<file path="config.mk">
export PLATFORM = sky130hd
export DESIGN_NAME = slh64_queue
export DESIGN_NICKNAME = d
export VERILOG_FILES = /design/src/rtl/slh64_pkg.sv /design/src/rtl/slh64_queue.sv
export SDC_FILE = /design/constraint.sdc
export NUM_CORES = 1
export LEC_CHECK = 0
export ABC_AREA = 1
export BUFFER_PORTS_ARGS = -buffer_cell sky130_fd_sc_hd__buf_2
export CORE_MARGIN = 8
export CORE_UTILIZATION = 38
export CTS_CLUSTER_DIAMETER = 150
export DETAILED_ROUTE_END_ITERATION = 16
export SYNTH_ARGS = -nofsm -noshare
export SYNTH_HDL_FRONTEND = slang
export SYNTH_SLANG_ARGS = --single-unit
</file>
<file path="constraint.sdc">
create_clock -name clock -period 6 [get_ports clock]
set_input_delay 0.6 -clock clock [delete_from_list [all_inputs] [get_ports clock]]
set_output_delay 0.6 -clock clock [all_outputs]
set_load 0.005 [all_outputs]
</file>
<file path="src/rtl/slh64_pkg.sv">
`timescale 1ns / 1ps
// Package for the 64-bit long-key hash block: state sizes, seed constants,
// queue entry types and the engine state encoding. No dependencies.
package slh64_pkg;

   // Number of 64-bit mixing words and the index width that addresses them.
   localparam int unsigned NUM_WORDS   = 12;
   localparam int unsigned IDX_W       = 4;
   localparam int unsigned BLOCK_BYTES = 96;
   localparam int unsigned END_ROUNDS  = 3;
   localparam int unsigned WORD_BYTES  = 8;

   // Seed constants, repeated every three mixing words.
   localparam logic [63:0] SEED_A = 64'h9e3779b99e3779b9;
   localparam logic [63:0] SEED_B = 64'hdead10ccdead10cc;
   localparam logic [63:0] SEED_C = 64'hdeadbeefdeadbeef;

   typedef logic [IDX_W-1:0] idx_type;
   typedef logic [63:0] word_type;
   typedef word_type [NUM_WORDS-1:0] mix_state_type;

   // One classified request as it waits for the engine.
   typedef struct packed {
      word_type   key_word;
      logic [3:0] byte_count;
      logic       last_word;
   } queue_entry_type;

   // Head of the queue as the engine sees it.
   typedef struct packed {
      logic            valid;
      queue_entry_type entry;
   } queue_head_type;

   // Engine sequencer states.
   typedef enum logic [1:0] {
      ST_MIX,
      ST_PAD,
      ST_END,
      ST_OUT
   } back_state_type;

endpackage

</file>
<file path="src/rtl/slh64_queue.sv">
`timescale 1ns / 1ps
// Short first-in first-out queue between the front end and the engine.
// Depends on slh64_pkg.
module slh64_queue #(
   parameter int unsigned DEPTH = 4
) (
   input  logic                       clock,
   input  logic                       reset,
   input  logic                       push,
   input  slh64_pkg::queue_entry_type push_entry,
   output logic                       full,
   input  logic                       pop,
   output slh64_pkg::queue_head_type  head
);

   localparam int unsigned PTR_W = (DEPTH > 1) ? $clog2(DEPTH) : 1;
   localparam int unsigned CNT_W = $clog2(DEPTH + 1);

   slh64_pkg::queue_entry_type entries_ff [DEPTH];
   logic [PTR_W-1:0] wr_ptr_ff, wr_ptr_in;
   logic [PTR_W-1:0] rd_ptr_ff, rd_ptr_in;
   logic [CNT_W-1:0] fill_ff, fill_in;
   logic             do_push;
   logic             do_pop;

   assign full       = (fill_ff == CNT_W'(DEPTH));
   assign head.valid = (fill_ff != '0);
   assign head.entry = entries_ff[rd_ptr_ff];
   assign do_push    = push && !full;
   assign do_pop     = pop && head.valid;

   // Pointer and fill count updates.
   always_comb begin
      wr_ptr_in = wr_ptr_ff;
      rd_ptr_in = rd_ptr_ff;
      fill_in   = fill_ff;
      if (do_push) begin
         wr_ptr_in = (wr_ptr_ff == PTR_W'(DEPTH - 1)) ? '0 : wr_ptr_ff + 1'b1;
      end
      if (do_pop) begin
         rd_ptr_in = (rd_ptr_ff == PTR_W'(DEPTH - 1)) ? '0 : rd_ptr_ff + 1'b1;
      end
      if (do_push && !do_pop) begin
         fill_in = fill_ff + 1'b1;
      end else if (do_pop && !do_push) begin
         fill_in = fill_ff - 1'b1;
      end
   end

   always_ff @(posedge clock) begin
      if (reset) begin
         wr_ptr_ff <= '0;
         rd_ptr_ff <= '0;
         fill_ff   <= '0;
      end else begin
         wr_ptr_ff <= wr_ptr_in;
         rd_ptr_ff <= rd_ptr_in;
         fill_ff   <= fill_in;
      end
   end

   // Entry storage needs no reset.
   always_ff @(posedge clock) begin
      if (do_push) begin
         entries_ff[wr_ptr_ff] <= push_entry;
      end
   end

endmodule

</file>
==> qor.yml <==
drive_above_1_share_pct: 21.9
core_um2: 27800
rows: 61
leakage_nw: 4.43
grt_pass1_vias: 6247
synth_area_um2: 10700
crit_type: "flip-flop to primary output"
root_buffer: "clkbuf_16"
finalCritPeriodShare_pct: 61.1
clock_latency_ps: 540
synth_fp_nets: 817
synth-seq-cells: 285
worst-r2r-setup-slack_ps: 3100
hold_path_depth: 2
cts.sinks: 285
initial_core_util_pct: 38.6
slowest_stage: "buf_4"
syn_inst: 737
grtUsageMet3_pct: 3.40
synthSimpleGateAreaFrac_pct: 6.15
wire_per_inst_um: 18.1
maxSlewViolCount: 0
grt_pass1_wl_mm: 35.3
grt_usage_pct: 13.4
hold_start: "reset"
synth_area_per_cell_um2: 14.6
crit_chain: "inv_4 -> buf_4 -> o21ai_0 -> o22ai_1 -> buf_2"
dp.final_hpwl_mm: 12.6
yosys.area_share.adder_pct: 0.886
first_pass_iters: 4
die_y_um: 184
place_ws_ps: 2860
worstHoldEndpoint: "fill_ff[0]$_SDFFE_PP0P_"
fmax_mhz: 273
irDropWorstVdd_uv: 311
drc: 0
ios: 144
drtAntennaViolNets: 0
ff2ff_path_depth: 5
cts_inserted_buffers: 30
cpPeakStageDelay_ps: 770
num-nets-final: 956
rsz0062_at_grt: "no"
max_slew_margin_pct: 24.6
overflow: 0
syn_to_final_growth_pct: 18.1
clock-skew-final_ps: 10.9
hold_viol_final: 0
critPathBufInv: 3
synth_top_family_by_area: "compound AO/OA/AOI/OAI gates"
ys_types: 23
crit_fanout: 80
cp.required_ps: 5400
status: "completed"
cpLargestDelayFamily: "buffers and inverters"
cts_tree: "built"
arrival_ps: 3070
yosys_warnings: 0
hp-class: "input pin to flip-flop"
clk_pin_slew_ps: 60
power.density_nw_per_um2: 447
htreeDepth: 1
finalWorstSetupSlack_ps: 2330
endpoint_kind: "primary output"
dr_total_vias: 6346
vias_per_cell: 4.97
routed_wl_mm: 23.1
tns_ps: 0
synth_xor_area_share_pct: 0.0816
grt_use_met2_pct: 21.6
die_x_um: 184
drv_cap: 0
ctsHoldBuffers: 0
yosys-mux-area-fraction_pct: 0
r2r_end: "entries_ff[0][14]$_DFFE_PP_"
busiest_layer: "met2"
first_iter_violations: 386
worstReg2RegStart: "fill_ff[0]$_SDFFE_PP0P_"
setup_violations: 0
grtUsageMet1_pct: 17.6
antenna_found_initial: 4
dieArea_um2: 33900
ys_seq_area_share_pct: 78.9
worst_pin_slew_ps: 1130
antennaDiodeCount: 0
cts_resized: 0
clock_path_buffers: 3
gp_congestion: 0.707
io_buffers: 143
grt_max_degree: 81
synth_compound_area_share_pct: 10.6
crit_path_start_kind: "flip-flop"
post_cts_buffers: 0
fin_crit_ps: 3670
==> report_power, final <==
group          leakage [nW]  switching, mW  internal, mW
logic                  1.36          0.888         0.485
clock network         0.465          0.700          1.07
registers              2.60         0.0917          2.43
total                  4.43           1.68          3.99
==> area by class of cell <==
cell class                 count  area [um2]
clock inverter                13         139
tap                          378         473
clock buffer                  42         817
multi-input combinational    391        1930
fill                        2493       15100
inverter                      17        66.3
sequential                   285        8470
timing repair buffer         151         776
==> synthesized netlist by cell type, drive strengths merged <==
library cell / n / area, um2
ha: 6 / 75.1
nand4: 1 / 6.26
xor2: 1 / 8.76
nor2: 155 / 582
edfxtp: 276 / 8290
o22ai: 69 / 432
buf: 27 / 231
a21oi: 2 / 10.0
nand3b: 2 / 15.0
nand2: 14 / 52.6
nand3: 1 / 5.00
o21ai: 139 / 696
fa: 1 / 20.0
clkbuf: 17 / 67.6
inv: 17 / 66.3
dfxtp: 9 / 180
==> cells by family after synthesis <==
| logic type | Yosys count |
|---|---|
| adder cells (fa/ha/maj) | 7 |
| buffers and inverters | 61 |
| XOR/XNOR | 1 |
| AND/OR/NAND/NOR | 173 |
| flip-flops | 285 |
| AO/OA/AOI/OAI | 210 |
==> worst max path at each step <==
stage	endpoint	cells after the start
finish	head[66]	5
global route	head[51]	5
CTS	head[66]	5
detailed placement	head[66]	5
global placement	entries_ff[0][54]$_DFFE_PP_	4
floorplan	entries_ff[0][0]$_DFFE_PP_	2
==> worst reg2reg max path, stage by stage, from the launching register on <==
cell	delay (ps)
dfxtp_1	390
nor2_1	80
nand2_1	120
nand2_1	300
nor2_4	960
buf_4	650
==> metrics by stage <==
stage	total power [mW]	util (%)	instance area, um2	hold slack (ps)	std cells
after global placement	3.95	42.2	11700	508	1222
after detailed placement	3.97	42.2	11700	518	1222
final	5.67	45.6	12700	252	1277
after floorplan	3.41	-	10700	483	737
after CTS	5.76	45.6	12700	219	1277
after global routing	6.00	45.6	12700	240	1277
==> registers in the layout, indices dropped and copies added, names as in the netlist, named ones only <==
register / count
entries_ff: 276
fill_ff: 3
rd_ptr_ff: 2
wr_ptr_ff: 2
==> cells in the final DEF, fill, tap and decap left out, types with 2 or more instances in the layout <==
| cell type | instances |
|---|---|
| buf_2 | 143 |
| nand2_1 | 14 |
| inv_1 | 15 |
| nand3b_1 | 2 |
| clkbuf_16 | 31 |
| clkinv_2 | 3 |
| o22ai_1 | 69 |
| clkinv_1 | 6 |
| clkbuf_1 | 11 |
| edfxtp_1 | 276 |
| bufinv_16 | 3 |
| buf_4 | 8 |
| o21ai_1 | 52 |
| ha_1 | 6 |
| a21oi_1 | 2 |
| dfxtp_1 | 7 |
| nor2_4 | 4 |
| nor2_1 | 151 |
| o21ai_0 | 87 |
==> routing by layer <==
layer | up-vias | share of wire [%]
li1 | 3035 | -
met1 | 3055 | 44
met2 | 192 | 46
met3 | 56 | 6.7
met4 | 8 | 2.6
met5 | - | 0.23
(Power assumes the default switching activity.)
